## src/rtl/assert_macros.svh

```systemverilog
// Assertion macros shared by the RTL of the sorted order block.
`ifndef ASSERT_MACROS_SVH
`define ASSERT_MACROS_SVH

// Check a property on every clock edge outside reset.
`define ASSERT_ALWAYS(label, clk, rst_n, prop, msg) \
	label: assert property (@(posedge clk) disable iff (!rst_n) (prop)) else $error(msg);

// Check that a condition implies a consequence in the same cycle.
`define ASSERT_IMPLIES(label, clk, rst_n, ante, cons, msg) \
	label: assert property (@(posedge clk) disable iff (!rst_n) (ante) |-> (cons)) \
		else $error(msg);

// Check that a condition implies a consequence in the next cycle.
`define ASSERT_NEXT(label, clk, rst_n, ante, cons, msg) \
	label: assert property (@(posedge clk) disable iff (!rst_n) (ante) |=> (cons)) \
		else $error(msg);

`endif

```

## src/rtl/sor_pkg.sv

```systemverilog
// Types and constants of the sorted order reposition block.
package sor_pkg;

	localparam int ID_BITS     = 6;
	localparam int ID_COUNT    = 64;
	localparam int IN_KEY_BITS = 16;
	localparam int RES_BITS    = 6;
	localparam int STATUS_BITS = 2;

	typedef enum logic [STATUS_BITS-1:0] {
		ST_OK      = 2'd0,
		ST_UNKNOWN = 2'd1,
		ST_FULL    = 2'd2
	} status_t;

	typedef enum logic [2:0] {
		S_IDLE,
		S_RANK,
		S_UP,
		S_DN,
		S_FIN
	} state_t;

endpackage

```

## src/rtl/sorted_order_reposition.sv

```systemverilog
// Top level: rank table by key; an append takes the next free rank and a move walks its entry
//   to its place. A move reads its rank in S_RANK, walks up in S_UP or down in S_DN, and ends
//   in S_FIN; appends and rejected requests go straight to S_FIN.
// One request at a time; the entry memory's single read port gives one neighbour compare and
//   swap per cycle, so a move makes at most MAX_ENTRIES - 1 swaps.
// Reset (arst_n, asynchronous): clears state, result valid, entry count and presence bits only.
`include "assert_macros.svh"

module sorted_order_reposition
	import sor_pkg::*;
#(
	parameter int MAX_ENTRIES = 64,
	parameter int KEY_BITS    = 16
) (
	input  logic        clk,
	input  logic        arst_n,
	input  logic        s_tvalid,
	output logic        s_tready,
	input  logic [23:0] s_tdata,  // entity_id[5:0], new_key[21:6], zero[23:22]
	input  logic [0:0]  s_tuser,  // kind[0]
	output logic        m_tvalid,
	input  logic        m_tready,
	output logic [23:0] m_tdata,  // entity_id_res[5:0], final_rank[11:6],
	                              // swap_count[17:12], zero[23:18]
	output logic [1:0]  m_tuser   // status[1:0]
);

	localparam int RW = (MAX_ENTRIES > 1) ? $clog2(MAX_ENTRIES) : 1;
	localparam int CW = $clog2(MAX_ENTRIES + 1);
	localparam int EW = ID_BITS + KEY_BITS;

	// Storage
	logic [EW-1:0] ent_mem [MAX_ENTRIES];
	logic [RW-1:0] rk_mem  [ID_COUNT];
	logic [ID_COUNT-1:0] present_q;
	logic [CW-1:0] count_q;

	state_t state_q, state_d;

	// Request under work
	logic [ID_BITS-1:0]        id_q;
	logic signed [KEY_BITS-1:0] key_q;
	logic [RW-1:0]             r_q, r_d;
	logic [RW-1:0]             n_q, n_d;
	status_t                   stat_q;
	logic                      wr_fin_q;

	// Memory ports
	logic                ent_rd_en, ent_wr_en;
	logic [RW-1:0]       ent_rd_addr, ent_wr_addr;
	logic [EW-1:0]       ent_wr_data, ent_rd_q;
	logic                rk_rd_en, rk_wr_en;
	logic [ID_BITS-1:0]  rk_wr_addr;
	logic [RW-1:0]       rk_wr_data, rk_rd_q;

	// Result register
	logic                m_tvalid_q;
	logic [ID_BITS-1:0]  res_id_q;
	logic [RES_BITS-1:0] res_rank_q, res_swaps_q;
	status_t             res_stat_q;

	logic                       take, out_load;
	logic [ID_BITS-1:0]         id_in;
	logic signed [KEY_BITS-1:0] key_in;
	logic                       kind_in;
	logic signed [KEY_BITS-1:0] nb_key;
	logic [ID_BITS-1:0]         nb_id;
	logic [CW-1:0]              r_ext, rr_ext;
	logic                       is_full;

	// Unpack the request and wrap the key to the table's key width
	assign id_in   = s_tdata[ID_BITS-1:0];
	assign key_in  = KEY_BITS'(signed'(s_tdata[ID_BITS +: IN_KEY_BITS]));
	assign kind_in = s_tuser[0];
	assign take    = s_tvalid && s_tready;
	assign s_tready = (state_q == S_IDLE);
	assign is_full = (count_q >= CW'(MAX_ENTRIES));

	assign nb_id  = ent_rd_q[EW-1:KEY_BITS];
	assign nb_key = signed'(ent_rd_q[KEY_BITS-1:0]);
	assign r_ext  = CW'(r_q);
	assign rr_ext = CW'(rk_rd_q);

	// Next state, memory strobes and walk updates
	always_comb begin
		state_d     = state_q;
		r_d         = r_q;
		n_d         = n_q;
		ent_rd_en   = 1'b0;
		ent_rd_addr = RW'(r_ext + CW'(1));
		ent_wr_en   = 1'b0;
		ent_wr_addr = r_q;
		ent_wr_data = ent_rd_q;
		rk_rd_en    = 1'b0;
		rk_wr_en    = 1'b0;
		rk_wr_addr  = nb_id;
		rk_wr_data  = r_q;
		out_load    = 1'b0;
		case (state_q)
			S_IDLE: begin
				if (take) begin
					n_d = '0;
					if (present_q[id_in]) begin
						rk_rd_en = 1'b1;
						state_d  = S_RANK;
					end else if (kind_in || is_full) begin
						r_d     = '0;
						state_d = S_FIN;
					end else begin
						r_d     = RW'(count_q);
						state_d = S_FIN;
					end
				end
			end
			S_RANK: begin
				r_d = rk_rd_q;
				if ((rr_ext + CW'(1)) < count_q) begin
					ent_rd_en   = 1'b1;
					ent_rd_addr = RW'(rr_ext + CW'(1));
					state_d     = S_UP;
				end else if (rk_rd_q != '0) begin
					ent_rd_en   = 1'b1;
					ent_rd_addr = rk_rd_q - RW'(1);
					state_d     = S_DN;
				end else begin
					state_d = S_FIN;
				end
			end
			S_UP: begin
				if (key_q > nb_key) begin
					// Shift the upper neighbour down one rank
					ent_wr_en = 1'b1;
					rk_wr_en  = 1'b1;
					r_d       = RW'(r_ext + CW'(1));
					n_d       = n_q + RW'(1);
					if ((r_ext + CW'(2)) < count_q) begin
						ent_rd_en   = 1'b1;
						ent_rd_addr = RW'(r_ext + CW'(2));
					end else begin
						state_d = S_FIN;
					end
				end else if (n_q == '0 && r_q != '0) begin
					ent_rd_en   = 1'b1;
					ent_rd_addr = r_q - RW'(1);
					state_d     = S_DN;
				end else begin
					state_d = S_FIN;
				end
			end
			S_DN: begin
				if (key_q < nb_key) begin
					// Shift the lower neighbour up one rank
					ent_wr_en = 1'b1;
					rk_wr_en  = 1'b1;
					r_d       = r_q - RW'(1);
					n_d       = n_q + RW'(1);
					if (r_q > RW'(1)) begin
						ent_rd_en   = 1'b1;
						ent_rd_addr = r_q - RW'(2);
					end else begin
						state_d = S_FIN;
					end
				end else begin
					state_d = S_FIN;
				end
			end
			S_FIN: begin
				if (!m_tvalid_q || m_tready) begin
					out_load    = 1'b1;
					ent_wr_en   = wr_fin_q;
					ent_wr_data = {id_q, key_q};
					rk_wr_en    = wr_fin_q;
					rk_wr_addr  = id_q;
					state_d     = S_IDLE;
				end
			end
			default: begin
				state_d = S_IDLE;
			end
		endcase
	end

	// State register
	always_ff @(posedge clk or negedge arst_n) begin
		if (!arst_n) begin
			state_q <= S_IDLE;
		end else begin
			state_q <= state_d;
		end
	end

	// Entry count and presence bits; an append commits them at accept
	always_ff @(posedge clk or negedge arst_n) begin
		if (!arst_n) begin
			present_q <= '0;
			count_q   <= '0;
		end else if (take && !present_q[id_in] && !kind_in && !is_full) begin
			present_q[id_in] <= 1'b1;
			count_q          <= count_q + CW'(1);
		end
	end

	// Hold the request and the walk position
	always_ff @(posedge clk) begin
		r_q <= r_d;
		n_q <= n_d;
		if (take) begin
			id_q  <= id_in;
			key_q <= key_in;
			if (present_q[id_in]) begin
				stat_q   <= ST_OK;
				wr_fin_q <= 1'b1;
			end else if (kind_in) begin
				stat_q   <= ST_UNKNOWN;
				wr_fin_q <= 1'b0;
			end else if (is_full) begin
				stat_q   <= ST_FULL;
				wr_fin_q <= 1'b0;
			end else begin
				stat_q   <= ST_OK;
				wr_fin_q <= 1'b1;
			end
		end
	end

	// Key and id by rank
	always_ff @(posedge clk) begin
		if (ent_wr_en) begin
			ent_mem[ent_wr_addr] <= ent_wr_data;
		end
		if (ent_rd_en) begin
			ent_rd_q <= ent_mem[ent_rd_addr];
		end
	end

	// Rank by id
	always_ff @(posedge clk) begin
		if (rk_wr_en) begin
			rk_mem[rk_wr_addr] <= rk_wr_data;
		end
		if (rk_rd_en) begin
			rk_rd_q <= rk_mem[id_in];
		end
	end

	// Result register: load on finish, drop when taken
	always_ff @(posedge clk or negedge arst_n) begin
		if (!arst_n) begin
			m_tvalid_q <= 1'b0;
		end else if (out_load) begin
			m_tvalid_q <= 1'b1;
		end else if (m_tready) begin
			m_tvalid_q <= 1'b0;
		end
	end

	always_ff @(posedge clk) begin
		if (out_load) begin
			res_id_q    <= id_q;
			res_rank_q  <= RES_BITS'(r_q);
			res_swaps_q <= RES_BITS'(n_q);
			res_stat_q  <= stat_q;
		end
	end

	assign m_tvalid = m_tvalid_q;
	assign m_tdata  = {6'b0, res_swaps_q, res_rank_q, res_id_q};
	assign m_tuser  = res_stat_q;

	// Checks
	`ASSERT_ALWAYS(a_count_bound, clk, arst_n, count_q <= CW'(MAX_ENTRIES), "entry count over table size")
	`ASSERT_ALWAYS(a_present_count, clk, arst_n, $countones(present_q) == int'(count_q), "presence bits disagree with entry count")
	`ASSERT_IMPLIES(a_up_in_range, clk, arst_n, state_q == S_UP, (r_ext + CW'(1)) < count_q, "upward probe past last entry")
	`ASSERT_IMPLIES(a_dn_in_range, clk, arst_n, state_q == S_DN, r_q != '0, "downward probe below rank zero")
	`ASSERT_NEXT(a_append_grows, clk, arst_n, take && !present_q[id_in] && !kind_in && !is_full, count_q == $past(count_q) + CW'(1), "append did not grow the table")

endmodule

```

## config.mk

```make
export PLATFORM = sky130hd
export DESIGN_NAME = sorted_order_reposition
export DESIGN_NICKNAME = d
export VERILOG_FILES = /design/src/rtl/sor_pkg.sv /design/src/rtl/sorted_order_reposition.sv
export VERILOG_INCLUDE_DIRS = /design/src /design/src/rtl
export SDC_FILE = /design/constraint.sdc
export NUM_CORES = 2
export LEC_CHECK = 0
export BUFFER_PORTS_ARGS = -buffer_cell sky130_fd_sc_hd__buf_2
export CAP_MARGIN = 10
export CORE_UTILIZATION = 40
export CTS_CLUSTER_DIAMETER = 150
export DETAILED_ROUTE_END_ITERATION = 8
export GPL_TIMING_DRIVEN = 1
export RECOVER_POWER = 100
export SYNTH_ARGS = -nofsm -noshare
export SYNTH_HDL_FRONTEND = slang
export SYNTH_SLANG_ARGS = --single-unit
```

## constraint.sdc

```tcl
create_clock -name clk -period 7.5 [get_ports clk]
set_input_delay 0.75 -clock clk [delete_from_list [all_inputs] [get_ports clk]]
set_output_delay 0.75 -clock clk [all_outputs]
set_load 0.01 [all_outputs]
```

==> Yosys cells after proc, flatten, opt, wreduce, memory -nomap -nowiden <==
Memories as Yosys holds them, arrays and structs flattened. A register that Yosys moved wholly into a read port is not among the register bits.
Index checks and enable logic that the tools add are counted.
{ "classes": {"eq_ne": 11, "reduce_logical": 23, "n_addsub": 8, "order_cmp": 8, "bitwise": 1, "muxes": 62} }
{ "op_table": {"columns": ["cell", "count"], "rows": [
  ["$mux 6", 17],
  ["$or 64x64->64", 1],
  ["$mux 22", 2],
  ["$pmux 6 s3", 2],
  ["$mux 3", 10],
  ["$mux 1", 24],
  ["$pmux 6 s4", 1],
  ["$gt 16x16->1", 1],
  ["$lt 16x16->1", 1],
  ["$pmux 3 s5", 1],
  ["$lt 7x7->1", 2],
  ["$add 6x1->6 const B", 2],
  ["$reduce_bool 6->1", 2],
  ["$sub 6x1->6 const B", 2],
  ["$ne 2x2->1 const B", 4],
  ["$reduce_and 4->1", 2],
  ["$add 6x1->7 const B", 1],
  ["$add 6x2->7 const B", 1],
  ["$add 7x1->7 const B", 1],
  ["$ge 7x7->1 const B", 1],
  ["$lt 6x7->1 const B", 1],
  ["$bmux 1 s6", 1],
  ["$demux 1 s6", 1],
  ["$eq 3x2->1 const B", 2],
  ["other kinds (19)", 30]
]} }
{ "word_totals": {"regBits": 132, "memories": 2, "in_bits": 29, "ram_bits": 1792} }
{ "mem_list": {"columns": ["name", "words", "word_bits", "rd", "rd_ports_with_merged_regs", "write_ports", "line_no", "text"], "rows": [
  ["ent_mem", 64, 22, 1, 1, 1, "sorted_order_reposition.sv:33", "logic [EW-1:0] ent_mem [MAX_ENTRIES];"],
  ["rk_mem", 64, 6, 1, 1, 1, "sorted_order_reposition.sv:34", "logic [RW-1:0] rk_mem [ID_COUNT];"]
]} }

==> Logic depth before layout (Yosys ltp) <==
{ "depth": {"depth_word": 6, "depth_mapped": 22, "mapped_depth_nobuf": 16} }

==> Least setup slack after synthesis <==
Ideal clock, no wire load.
{ "synth_path": {"path_type": "reg2reg", "from": "register r_q[1] (netlist: ent_wr_addr[1])", "to": "register ent_rd_q[10] (read register of ent_mem), data pin", "slack_ns": 1.842, "path_stages_with_launch": 17, "arrival_ns": 5.386, "n_path_buf": 2, "required_ns": 7.228, "setup_ns": 0.272, "path_cell_list": "edfxtp_1 -> inv_1 -> ha_1 -> ha_1 -> a21oi_1 -> o21ai_0 -> a31o_2 -> nor3_1 -> a31o_2 -> a21oi_1 -> nor2_2 -> buf_2 -> buf_1 -> mux4_2 -> a22oi_1 -> nand3_1 -> or4b_1"} }
{ "synth_between": {"elab_chain_len": 5, "elab_cells_between_ends": 22} }
{ "synth_rtl": {"columns": ["element", "line_no", "text"], "rows": [
  ["start, declared", "sorted_order_reposition.sv:43", "logic [RW-1:0] r_q, r_d;"],
  ["start signal, assigned", "sorted_order_reposition.sv:205", "r_q <= r_d;"],
  ["$add 6x2->7 / $reduce_bool 6->1 (equally long branches)", "sorted_order_reposition.sv:138, sorted_order_reposition.sv:142", null],
  ["$lt 7x7->1 / $logic_and 1x1->1 (equally long branches)", "sorted_order_reposition.sv:136, sorted_order_reposition.sv:142", null],
  ["$mux 6 (tied with other cells)", "sorted_order_reposition.sv:136", "if ((r_ext + CW'(2)) < count_q) begin"],
  ["$mux 6 / $mux 1 (equally long branches)", "sorted_order_reposition.sv:130", "if (key_q > nb_key) begin"],
  ["$pmux 6 s3 / $pmux 1 s3 (equally long branches)", "sorted_order_reposition.sv:99", "case (state_q)"],
  ["end, declared", "sorted_order_reposition.sv:51", "logic [EW-1:0] ent_wr_data, ent_rd_q;"]
]} }
Parallel ways exist; a longest one is shown, timed or not.
A chain may end at the register's enable or synchronous reset.

==> Final worst setup path <==
{ "layout_path": {"from": "register key_q[15]", "to": "memory ent_mem[46][1] in the netlist's numbering, enable pin"} }
{ "layout_between": {"elab_chain_len": 5, "elab_cells_between_ends": 7} }
{ "layout_rtl": {"columns": ["element", "line_no", "text"], "rows": [
  ["start, declared", "sorted_order_reposition.sv:42", "logic signed [KEY_BITS-1:0] key_q;"],
  ["start signal, assigned", "sorted_order_reposition.sv:209", "key_q <= key_in;"],
  ["$lt 16x16->1 / $gt 16x16->1 (equally long branches)", "sorted_order_reposition.sv:151, sorted_order_reposition.sv:130", null],
  ["$mux 1 (on tied branches)", "sorted_order_reposition.sv:151, sorted_order_reposition.sv:130", null],
  ["$pmux 1 s3 (*)", "sorted_order_reposition.sv:99", null],
  ["$mux 1 (*)", "sorted_order_reposition.sv:228", "if (ent_wr_en) begin"],
  ["$mux 1 (not written as such) (*)", "sorted_order_reposition.sv:229", "ent_mem[ent_wr_addr] <= ent_wr_data;"],
  ["end, declared", "sorted_order_reposition.sv:33", null]
]} }
Mark *: on every way between the ends. The rest lies on a longest branch, timed or not.

==> flow_summary.ini <==
[run_status]
status = finished with violations
violations = capacitance limit, slew limit

[timing]
maxSlewHeadroom = -1.73
rsz0062_at_grt = no
finalClockSkew_ns = 0.0320
setup_tns_ns = 0
slew_violations = 2162
period_share = 0.912
period_minus_slack_ns = 6.84
tightest_slew_ns = 4.09
final-setup-viol-count = 0
final.setup.worst_slack_ns = 0.657
fmax_ghz = 0.146
holdWs_ns = 0.0978
finalHoldViolations = 0

[hold_path]
hp-class = in2reg
min_path_cells = 1

[critical_path]
worstSetupStartpointType = flop
r2r_slack_ns = 0.66
worstPathMaxFanout = 22
endpoint_kind = flop
path_class = reg2reg
worstPathRequired_ns = 7.87
crit_arrival_ns = 7.22
r2r_cells = 11

[placement]
routabilityCongestion = 0.890
port-buffer-count = 48
dp.final_hpwl_microns = 124000
place_area_sq_mm = 0.0813
dp_slack_ns = 1.33

[routing]
drc = 0
wire_per_inst_microns = 27.4
firstDrtPassIters = 6
vias = 42900
via_per_inst = 5.79
ant_nets = 0
wl_microns = 203000
drt_iter0_markers = 4970

[yosys]
synth_top_area_frac = 0.731
synthCells = 4589
synthFlopType = edfxtp_1
async_reset_ff_frac = 0.0384
avgSynthCellArea_sq_um = 16.8
yosys_register_bits = 1952
yosysTopAreaCell = edfxtp_1
synth.cell_area_sq_mm = 0.0771
ys_types = 86
ys.warnings.count = 0
ys_top_cells_by_area = edfxtp_1, mux2i_1, mux4_2, a22oi_1, dfrtp_1
synth-seq-area-share = 0.755
synth_enable_flop_cells = 1877
synth_common_cells = edfxtp_1, nand2_1, mux2i_1, a22oi_1, nor2_1
yosysMostFrequentCell = edfxtp_1

[cts]
cts.clk_slew.worst_paths_ns = 0.06
cts_buffers = 191
clock_sinks = 1952
cts_htree_levels = 4
post_cts_buffers = 0
cts.path.max_buffers = 3
cts_hold_buf = 0
cts_resized = 0
cts_tree = done
insertion_delay_ns = 0.83
cts_root_buf = clkbuf_16

[global_route]
antenna_found_initial = 8
grt_use_total = 0.206
grt_first_pass_wirelength_microns = 291000
grt_max_degree = 83
grt_overflow = 0
grt_pass1_vias = 41200

[power_and_ir_drop]
p_leak_nw = 28.3
vdd_ir_drop_max_uv = 336
power.density_mw_per_mm2 = 361

[floorplan]
start_util = 0.404
die-area_sq_mm = 0.195
rows = 160
die_y_microns = 441
fp.dieW_microns = 441
core_sq_mm = 0.191
ios = 57

[finish]
utilization = 0.455
nets = 4821
fin_area_sq_mm = 0.0868
drive_gt1_frac = 0.121
area_delta_synth_final_pct = 12.5

[flow_run]
cap_viol_max_count = 72
metrics by stage:
step	power [W]	std cells
2_1_floorplan	0.0188	4594
3_3_place_gp	0.0220	7067
3_5_place_dp	0.0222	7067
4_1_cts	0.0314	7404
5_1_grt	0.0323	7407
6_report	0.0313	7409
metal layers:
layer,global-route usage,share of wire
met1,0.299,0.43
met2,0.317,0.46
met3,0.0309,0.076
met4,0.0726,0.035
met5,0,0
cells by family (layout without fill, tap and decap cells):
family	after synthesis	in the layout	synth area share
muxes	455	455	0.0810
and+or+nand+nor	1061	1061	0.0630
xor gates and xnor gates	30	30	0.00341
buffers and inverters	308	608	0.0178
adders and majority gates	42	42	0.00682
DFF	1952	1952	0.755
AOI/OAI and AO/OA	740	740	0.0726
other	1	10	0.0000486
sequential cells by signal, summed over array words and instances, names as in the netlist, 7 cells and up:
name	cells
ent_mem	1408
ent_rd_q	22
count_q	7
present_q	64
key_q	16
rk_mem	384
cells in the final DEF, fill, tap and decap left out, types with 67 or more instances in the layout:
cell type,netlist,routed
a221oi_1,70,70
dfrtp_1,75,75
clkbuf_1,134,160
a31oi_1,69,70
mux2i_1,320,320
nor2_1,197,144
nand3_1,160,160
a22oi_1,280,280
nand2_1,480,480
clkbuf_16,0,196
buf_4,21,67
mux4_2,123,123
edfxtp_1,1877,1877
nand4_1,66,67
path summary, 6_finish.rpt:
check | end | start
max in group asynchronous | present_q[30] | arst_n
worst min-delay path | key_q[1] | s_tdata[7]
worst max-delay path | ent_mem[46][1] | key_q[15]
worst min register to register | m_tuser[0] | stat_q[0]
min in group asynchronous | state_q[2] | arst_n
worst max register to register | ent_mem[46][1] | key_q[15]
critical path: stages, from the launching register on:
cell and delay [ns]:
edfxtp_1 0.48, ha_1 0.59, nand4_1 0.27, a2111o_1 0.61, and4_1 0.35, or3_1 0.61, o21ai_0 0.24, a22o_1 0.39
and2_0 0.29, nand2_1 0.08, clkbuf_1 0.49, nor2_1 1.96
cell type report:
class / instances / area [sq um]
antenna: 4 / 10.0
clock buffer: 247 / 5120
clock inverter: 90 / 876
fill: 16400 / 104000
inverter: 43 / 161
multi-input combinational: 2334 / 17900
sequential: 1952 / 58200
tap: 2511 / 3140
timing repair buffer: 228 / 1370
report_power, final:
part | internal, W | total (W) | switching [W]
registers | 0.0135 | 0.0137 | 0.000161
clock network | 0.00528 | 0.00928 | 0.00400
logic | 0.00242 | 0.00834 | 0.00592
No activity file was read; power rests on OpenSTA's default activity.
